**config.mk**
```make
export PLATFORM = sky130hd
export DESIGN_NAME = nearest_seek_first_scheduler_top
export DESIGN_NICKNAME = d
export VERILOG_FILES = /design/src/rtl/core/nssf_pkg.sv /design/src/rtl/core/nssf_engine.sv /design/src/rtl/core/nearest_seek_first_scheduler_top.sv
export SDC_FILE = /design/constraint.sdc
export NUM_CORES = 1
export LEC_CHECK = 0
export ABC_AREA = 0
export BUFFER_PORTS_ARGS = -buffer_cell sky130_fd_sc_hd__buf_4
export CORE_MARGIN = 4
export CORE_UTILIZATION = 45
export DETAILED_ROUTE_END_ITERATION = 16
export GPL_ROUTABILITY_DRIVEN = 1
export GPL_TIMING_DRIVEN = 0
export PLACE_DENSITY = 0.71
export SYNTH_ARGS = -nofsm -noshare
export SYNTH_HDL_FRONTEND = slang
export SYNTH_HIERARCHICAL = 1
export SYNTH_SLANG_ARGS = --single-unit
```
**constraint.sdc**
```tcl
create_clock -name clk_i -period 8 [get_ports clk_i]
set_input_delay 1.6 -clock clk_i [delete_from_list [all_inputs] [get_ports clk_i]]
set_output_delay 1.6 -clock clk_i [all_outputs]
set_load 0.005 [all_outputs]
```
**src/rtl/core/nssf_pkg.sv**
```systemverilog
// ----------------------------------------------------------------------------
// nssf_pkg
// Shared types and constants for the nearest-seek-first scheduler.
// ----------------------------------------------------------------------------
`default_nettype none

package nssf_pkg;

  localparam int MaxRequests = 64;
  localparam int IdxW        = $clog2(MaxRequests);
  localparam int CntW        = $clog2(MaxRequests + 1);
  localparam int TrackW      = 16;
  localparam int TotalW      = 22;

  typedef enum logic [1:0] {
    ST_LOAD,
    ST_SCAN,
    ST_DRAIN,
    ST_EMIT
  } state_e;

  // Result word handed from the engine to the output register.
  typedef struct packed {
    logic              valid;
    logic [TrackW-1:0] track;
    logic [TrackW-1:0] seek;
    logic [TotalW-1:0] total;
    logic              last;
  } res_t;

endpackage

`default_nettype wire

```
**src/rtl/core/nssf_engine.sv**
```systemverilog
// ----------------------------------------------------------------------------
// nssf_engine
// Request store, served flags and the nearest-track scan sequencer.
// ----------------------------------------------------------------------------
`default_nettype none

module nssf_engine (
  input  wire logic                         clk_i,
  input  wire logic                         rst_ni,
  input  wire logic [nssf_pkg::TrackW-1:0]  start_head_i,
  input  wire logic                         req_valid_i,
  output logic                              req_ready_o,
  input  wire logic [nssf_pkg::TrackW-1:0]  req_track_i,
  input  wire logic                         req_last_i,
  output nssf_pkg::res_t                    res_o,
  input  wire logic                         res_ready_i
);

  nssf_pkg::state_e state_q, state_d;

  logic [nssf_pkg::CntW-1:0]   count_q, count_d;
  logic [nssf_pkg::IdxW-1:0]   j_q, j_d;
  logic [nssf_pkg::IdxW-1:0]   k_q, k_d;
  logic                        pv_q, pv_d;
  logic [nssf_pkg::IdxW-1:0]   pidx_q, pidx_d;
  logic                        found_q, found_d;
  logic [nssf_pkg::TrackW-1:0] best_dist_q, best_dist_d;
  logic [nssf_pkg::IdxW-1:0]   best_idx_q, best_idx_d;
  logic [nssf_pkg::TrackW-1:0] best_trk_q, best_trk_d;
  logic [nssf_pkg::TrackW-1:0] head_q, head_d;
  logic [nssf_pkg::TotalW-1:0] total_q, total_d;
  logic [nssf_pkg::MaxRequests-1:0] served_q, served_d;

  // request store: one write port, one registered read port
  logic [nssf_pkg::TrackW-1:0] mem [nssf_pkg::MaxRequests];
  logic                        mem_we;
  logic [nssf_pkg::IdxW-1:0]   mem_waddr;
  logic [nssf_pkg::IdxW-1:0]   mem_raddr;
  logic [nssf_pkg::TrackW-1:0] rd_data_q;

  always_ff @(posedge clk_i) begin
    if (mem_we) begin
      mem[mem_waddr] <= req_track_i;
    end
    rd_data_q <= mem[mem_raddr];
  end

  logic [nssf_pkg::TrackW-1:0] gap;
  logic [nssf_pkg::TotalW-1:0] total_new;
  logic                        last_res;
  logic                        scan_end;

  assign gap = (rd_data_q >= head_q) ? (rd_data_q - head_q) : (head_q - rd_data_q);
  assign total_new = total_q + nssf_pkg::TotalW'(best_dist_q);
  assign last_res  = ({1'b0, k_q} + nssf_pkg::CntW'(1)) == count_q;
  assign scan_end  = ({1'b0, j_q} + nssf_pkg::CntW'(1)) == count_q;

  assign mem_waddr = count_q[nssf_pkg::IdxW-1:0];
  assign mem_raddr = j_q;

  assign req_ready_o = (state_q == nssf_pkg::ST_LOAD);

  always_comb begin
    res_o.valid = (state_q == nssf_pkg::ST_EMIT);
    res_o.track = best_trk_q;
    res_o.seek  = best_dist_q;
    res_o.total = total_new;
    res_o.last  = last_res;
  end

  always_comb begin
    state_d     = state_q;
    count_d     = count_q;
    j_d         = j_q;
    k_d         = k_q;
    pv_d        = 1'b0;
    pidx_d      = pidx_q;
    found_d     = found_q;
    best_dist_d = best_dist_q;
    best_idx_d  = best_idx_q;
    best_trk_d  = best_trk_q;
    head_d      = head_q;
    total_d     = total_q;
    served_d    = served_q;
    mem_we      = 1'b0;

    // compare the word read last cycle against the best so far
    if (pv_q && !served_q[pidx_q] && (!found_q || gap < best_dist_q)) begin
      found_d     = 1'b1;
      best_dist_d = gap;
      best_idx_d  = pidx_q;
      best_trk_d  = rd_data_q;
    end

    case (state_q)
      nssf_pkg::ST_LOAD: begin
        if (req_valid_i) begin
          if (count_q < nssf_pkg::CntW'(nssf_pkg::MaxRequests)) begin
            mem_we  = 1'b1;
            count_d = count_q + nssf_pkg::CntW'(1);
          end
          if (req_last_i) begin
            head_d  = start_head_i;
            total_d = '0;
            j_d     = '0;
            k_d     = '0;
            found_d = 1'b0;
            state_d = nssf_pkg::ST_SCAN;
          end
        end
      end
      nssf_pkg::ST_SCAN: begin
        pv_d   = 1'b1;
        pidx_d = j_q;
        j_d    = j_q + nssf_pkg::IdxW'(1);
        if (scan_end) begin
          state_d = nssf_pkg::ST_DRAIN;
        end
      end
      nssf_pkg::ST_DRAIN: begin
        state_d = nssf_pkg::ST_EMIT;
      end
      nssf_pkg::ST_EMIT: begin
        if (res_ready_i) begin
          served_d[best_idx_q] = 1'b1;
          head_d  = best_trk_q;
          total_d = total_new;
          k_d     = k_q + nssf_pkg::IdxW'(1);
          j_d     = '0;
          found_d = 1'b0;
          if (last_res) begin
            count_d  = '0;
            served_d = '0;
            state_d  = nssf_pkg::ST_LOAD;
          end else begin
            state_d = nssf_pkg::ST_SCAN;
          end
        end
      end
      default: begin
        state_d = nssf_pkg::ST_LOAD;
      end
    endcase
  end

  always_ff @(posedge clk_i or negedge rst_ni) begin
    if (!rst_ni) begin
      state_q  <= nssf_pkg::ST_LOAD;
      count_q  <= '0;
      j_q      <= '0;
      k_q      <= '0;
      pv_q     <= 1'b0;
      found_q  <= 1'b0;
      head_q   <= '0;
      total_q  <= '0;
      served_q <= '0;
    end else begin
      state_q  <= state_d;
      count_q  <= count_d;
      j_q      <= j_d;
      k_q      <= k_d;
      pv_q     <= pv_d;
      found_q  <= found_d;
      head_q   <= head_d;
      total_q  <= total_d;
      served_q <= served_d;
    end
  end

  always_ff @(posedge clk_i) begin
    pidx_q      <= pidx_d;
    best_dist_q <= best_dist_d;
    best_idx_q  <= best_idx_d;
    best_trk_q  <= best_trk_d;
  end

endmodule

`default_nettype wire

```
**src/rtl/core/nearest_seek_first_scheduler_top.sv**
```systemverilog
// ----------------------------------------------------------------------------
// nearest_seek_first_scheduler_top
// Batch disk-request scheduler: serves the nearest unserved track first.
// ----------------------------------------------------------------------------
//
//   channel  | handshake              | word
//   ---------+------------------------+------------------------------------------
//   cfg      | cfg_valid_i/cfg_ready_o | cfg_data_i = start head track
//   request  | req_valid_i/req_ready_o | req_track_i, req_last_i
//   result   | res_valid_o/res_ready_i | served_track_o, seek_distance_o,
//            |                         | total_seek_o, last_served_o
//
// Requests load at one word per cycle into a 64-entry store. The word with
// req_last_i closes the batch; requests beyond 64 are dropped.
// Service of a batch of N requests: each result takes one full read sweep
// of the store through its single read port, a drain state for the
// registered read, and an emit state that waits for the output register.
// Request input is held off from the last word until the final result has
// left the engine; the output register lets that result wait for the sink
// while the next batch loads.
// Reset clears the batch count, served flags, head and total at once.
// Ties in distance go to the earlier loaded request (strict-less compare).
//
`default_nettype none

module nearest_seek_first_scheduler_top (
  input  wire logic        clk_i,
  input  wire logic        rst_ni,
  // configuration
  input  wire logic        cfg_valid_i,
  output logic             cfg_ready_o,
  input  wire logic [15:0] cfg_data_i,
  // request channel
  input  wire logic        req_valid_i,
  output logic             req_ready_o,
  input  wire logic [15:0] req_track_i,
  input  wire logic        req_last_i,
  // result channel
  output logic             res_valid_o,
  input  wire logic        res_ready_i,
  output logic [15:0]      served_track_o,
  output logic [15:0]      seek_distance_o,
  output logic [21:0]      total_seek_o,
  output logic             last_served_o
);

  logic [nssf_pkg::TrackW-1:0] start_head_q;
  nssf_pkg::res_t              eng_res;
  logic                        slot_free;

  // start head register, always writable
  assign cfg_ready_o = 1'b1;

  always_ff @(posedge clk_i or negedge rst_ni) begin
    if (!rst_ni) begin
      start_head_q <= '0;
    end else if (cfg_valid_i) begin
      start_head_q <= cfg_data_i;
    end
  end

  nssf_engine u_engine (
    .clk_i        (clk_i),
    .rst_ni       (rst_ni),
    .start_head_i (start_head_q),
    .req_valid_i  (req_valid_i),
    .req_ready_o  (req_ready_o),
    .req_track_i  (req_track_i),
    .req_last_i   (req_last_i),
    .res_o        (eng_res),
    .res_ready_i  (slot_free)
  );

  // output register: takes a new word when empty or being drained
  logic                        out_valid_q;
  logic [nssf_pkg::TrackW-1:0] out_track_q;
  logic [nssf_pkg::TrackW-1:0] out_dist_q;
  logic [nssf_pkg::TotalW-1:0] out_total_q;
  logic                        out_last_q;

  assign slot_free = !out_valid_q || res_ready_i;

  always_ff @(posedge clk_i or negedge rst_ni) begin
    if (!rst_ni) begin
      out_valid_q <= 1'b0;
    end else if (slot_free) begin
      out_valid_q <= eng_res.valid;
    end
  end

  always_ff @(posedge clk_i) begin
    if (slot_free && eng_res.valid) begin
      out_track_q <= eng_res.track;
      out_dist_q  <= eng_res.seek;
      out_total_q <= eng_res.total;
      out_last_q  <= eng_res.last;
    end
  end

  assign res_valid_o     = out_valid_q;
  assign served_track_o  = out_track_q;
  assign seek_distance_o = out_dist_q;
  assign total_seek_o    = out_total_q;
  assign last_served_o   = out_last_q;

endmodule

`default_nettype wire

```
==> summary.txt <==
Pwr
  • IR drop worst, VDD: around 0.19 mV
  • Pleak: about 20 nW
  • Pwr dens: 226 nW/µm²

Setup path
  • Critical Path RT: between 8 and 9 ns
  • CP max stage delay: 0.65 ns
  • Critical path class: reg2reg
  • Crit start category: flip-flop
  • WP buf/inv: 4
  • CP arrival: approximately 5.4 ns
  • Crit path from: u_engine/head_q[7]$_DFFE_PN0P_
  • R2R depth: 17
  • Critical path fanouts, max: 30
  • Worst path slowest cell: a21oi_1
  • CP Capture Type: flip-flop
  • Critical path's top delay family: compound AO/OA/AOI/OAI gates
  • Reg2reg start: u_engine/head_q[7]$_DFFE_PN0P_
  • Flop2flop setup slack: just over 3 ns
  • Reg-to-reg endpoint: u_engine/best_trk_q[4]$_DFFE_PP_
  • Critical Path, Cell by Cell: inv_1 > ha_1 > clkbuf_1 > nand2_1 > o21ai_0 > o21bai_1 > a21oi_1 > buf_4 > mux2i_1 > xor2_1 > ha_1 > or3_1 > a21oi_1 > nand2_1 > a31oi_1 > o311a_2 > buf_12

Logic synthesis
  • Yosys top cell by area: edfxtp_1
  • Main synth FF type: edfxtp_1
  • Xor and xnor area share after synthesis: 0.00828
  • Syn nets: about 2800
  • Most numerous cell in the Yosys netlist: edfxtp_1
  • Yosys cell types: between 60 and 70
  • Top-area cell type share of the netlist area: 0.650
  • Adder-cell share of the synthesized area: 0.0178
  • Post-synth EDFFs: 1123
  • Post-synth top cells: edfxtp_1 (1123), mux4_2 (344), nor2_1 (172)
  • Multiplexer area fraction after synthesis: 0.163
  • Combinational family with the most area after synthesis: multiplexers
  • Compound-Gate Fraction of Synth Area: 0.0338
  • Synth area leaders: edfxtp_1 (65%), mux4_2 (15%), dfrtp_1 (6.9%)
  • Register bit total from synthesis: between 1000 and 1500
  • Yosys warnings: 6
  • Mean Syn Cell Area: between 15 and 20 µm²
  • Post-synthesis sequential area ratio: 0.725
  • Post-Syn Instances: ~2700
  • Post-synthesis cell area: about 52000 µm²
  • Share of flip-flops with an asynchronous set or reset: 0.111
  • Simple-gate share of the synthesized area: 0.0334

Route
  • Avg WL per Cell: between 20 and 30 µm
  • Antenna violation net count after detailed routing: 0
  • Routed Wire Length: ~120000 µm
  • DRC Markers: 0
  • DR vias/cell: about 6
  • Drt pass-1 iters: 5
  • Via Count: 26900
  • Initial DRC count: just over 3000

STA
  • Tmin final: 4.96 ns
  • Clk_skew: 0.0242 ns
  • Final setup TNS: 0 ns
  • Worst Tran Pin Value: around 1.4 ns
  • Final Hold Violating Endpoints: 0
  • Final Hold Slack: roughly 0.44 ns
  • Normalized max-slew margin: 0.0409
  • F_max: 202 MHz
  • RSZ-0062 raised after global routing: no
  • Max Slew Vio Count: 0
  • Final setup viols: 0
  • Period utilization: 0.620

Clock network
  • TritonCTS clock tree: done
  • Worst-skew pair later-pin latency: 0.75 ns
  • Post-CTS Setup Inserts: 0
  • CTS root buffer: clkbuf_16
  • Clock Pin Slew Worst Setup and Hold Paths: around 0.060 ns
  • Max H-tree Level: 4
  • CTS Buffer Depth: 3
  • Clk sinks: about 1300
  • PostCTS Resize Cnt: 0
  • CTS buffer count: between 100 and 150
  • Hold Buf Count CTS: 0

Outcome
  • Status: completed

Floorplanning
  • Initial Utilization: 0.453
  • Core Area: approximately 110000 µm²
  • I/O pin count: 96
  • Chip Width: approximately 350 µm
  • Height of the die: about 350 µm
  • Row count: about 120
  • Die ar.: between 100000 and 150000 µm²

Finish
  • Layout Cells excl Fill: approximately 4600
  • Fill cell count: 8863
  • Final nets: between 3000 and 4000
  • P&R area growth vs syn: 14.5%
  • Share of layout cells above drive strength 1: 0.262

Place
  • Port bufs: 93
  • DPL Wire Length: ~79000 µm
  • Placer Congestion: 0.886
  • Dpl cells: between 4000 and 5000

Min path
  • Worst hold endpoint: served_track_o[4]$_DFFE_PP_
  • Worst hold path depth: 0
  • Hold path startpoint: u_engine/best_trk_q[4]$_DFFE_PP_
  • Hold WC Path Type: reg2reg

Global routing
  • Overflow after GRT: 0
  • Initial antenna violation count: 9
  • Vias in the first global route: 26500
  • Global-route usage over all layers: 0.200
  • Largest net degree at the start of global routing: slightly above 80
  • First-pass GRT wire length: roughly 180000 µm

Flow run
  • Max-Cap Viols: 0
[sequential cells by signal, summed over array words and instances, names as in the netlist, 22 cells and up]
signal,count
u_engine/mem,1024
u_engine/served_q,64
total_seek_o,22
u_engine/total_q,22
[cells in the final DEF, fill, tap and decap left out, types with 23 or more instances in the layout]
| cell type | netlist | layout |
|---|---|---|
| nand3_1 | 25 | 25 |
| nand2_1 | 92 | 92 |
| buf_4 | 22 | 114 |
| nor2_2 | 0 | 64 |
| buf_8 | 0 | 25 |
| a21oi_1 | 112 | 112 |
| xnor2_1 | 30 | 30 |
| buf_2 | 23 | 23 |
| mux2i_1 | 48 | 48 |
| clkbuf_1 | 80 | 107 |
| o21ai_0 | 56 | 56 |
| ha_1 | 69 | 69 |
| edfxtp_1 | 1123 | 1123 |
| dfrtp_1 | 142 | 142 |
| inv_1 | 63 | 63 |
| mux4_2 | 344 | 344 |
| clkbuf_16 | 0 | 135 |
| nor2_1 | 172 | 108 |
[worst max path at each step]
stage                     cells past startpoint                                end  slack [ns]
after floorplan                              17  u_engine/best_dist_q[0]$_DFFE_PP_        3.35
after global placement                       16   u_engine/best_trk_q[1]$_DFFE_PP_        2.07
after detailed placement                     16   u_engine/best_trk_q[1]$_DFFE_PP_        3.03
after CTS                                    16   u_engine/best_trk_q[4]$_DFFE_PP_        3.00
after global routing                         18   u_engine/best_trk_q[4]$_DFFE_PP_        2.71
final                                        17   u_engine/best_trk_q[4]$_DFFE_PP_        3.04
[worst register-to-register path, cell delays in order (launching register included)]
cell,delay (ns)
dfrtp_1,0.36
inv_1,0.05
ha_1,0.27
clkbuf_1,0.31
nand2_1,0.15
o21ai_0,0.31
o21bai_1,0.12
a21oi_1,0.65
buf_4,0.35
mux2i_1,0.24
xor2_1,0.15
ha_1,0.23
or3_1,0.34
a21oi_1,0.14
nand2_1,0.07
a31oi_1,0.21
o311a_2,0.42
buf_12,0.25
[metal layers]
| metal | global-route usage | part of all wire | vias up |
|---|---|---|---|
| met2 | 0.316 | 0.48 | 1201 |
| met5 | 0 | 0.00038 | - |
| li1 | - | - | 11400 |
| met1 | 0.278 | 0.40 | 14100 |
| met3 | 0.0428 | 0.081 | 220 |
| met4 | 0.0712 | 0.033 | 6 |
[kinds of logic (layout without fill, tap and decap cells)]
logic type | Yosys count | after routing
simple gates | 384 | 384
mux | 410 | 410
compound gates | 282 | 282
other cells | 1 | 7
flops | 1281 | 1281
fa+ha+maj | 72 | 72
buf+inv | 207 | 568
xor+xnor | 49 | 49
[area by class of cell]
| type | instances | area, µm² | area share |
|---|---|---|---|
| well taps | 1512 | 1890 | 0.0319 |
| diodes | 6 | 15.0 | 0.000253 |
| clock buffers | 168 | 3560 | 0.0600 |
| inverters | 64 | 240 | 0.00405 |
| multi-input cells | 1198 | 13500 | 0.227 |
| plain buffers | 143 | 702 | 0.0118 |
| clock inverters | 71 | 712 | 0.0120 |
| flip-flops and latches | 1281 | 37600 | 0.633 |
| repair buffers | 122 | 1160 | 0.0195 |
[per-stage QoR]
stage,power (W),util,worst slack [ns],area (µm²)
after floorplan,0.00743,-,3.35,51900
after global placement,0.00755,0.476,2.07,54400
after detailed placement,0.00756,0.482,3.03,55100
after CTS,0.0136,0.519,3.00,59300
after global routing,0.0139,0.519,2.71,59300
final,0.0134,0.519,3.04,59400
[where the power goes]
group          switching, W  internal [W]
registers        0.00000575       0.00727
clock network       0.00258       0.00345
logic              0.000110     0.0000272
total               0.00269        0.0108
Note: power is estimated with default switching activity, not from simulation.
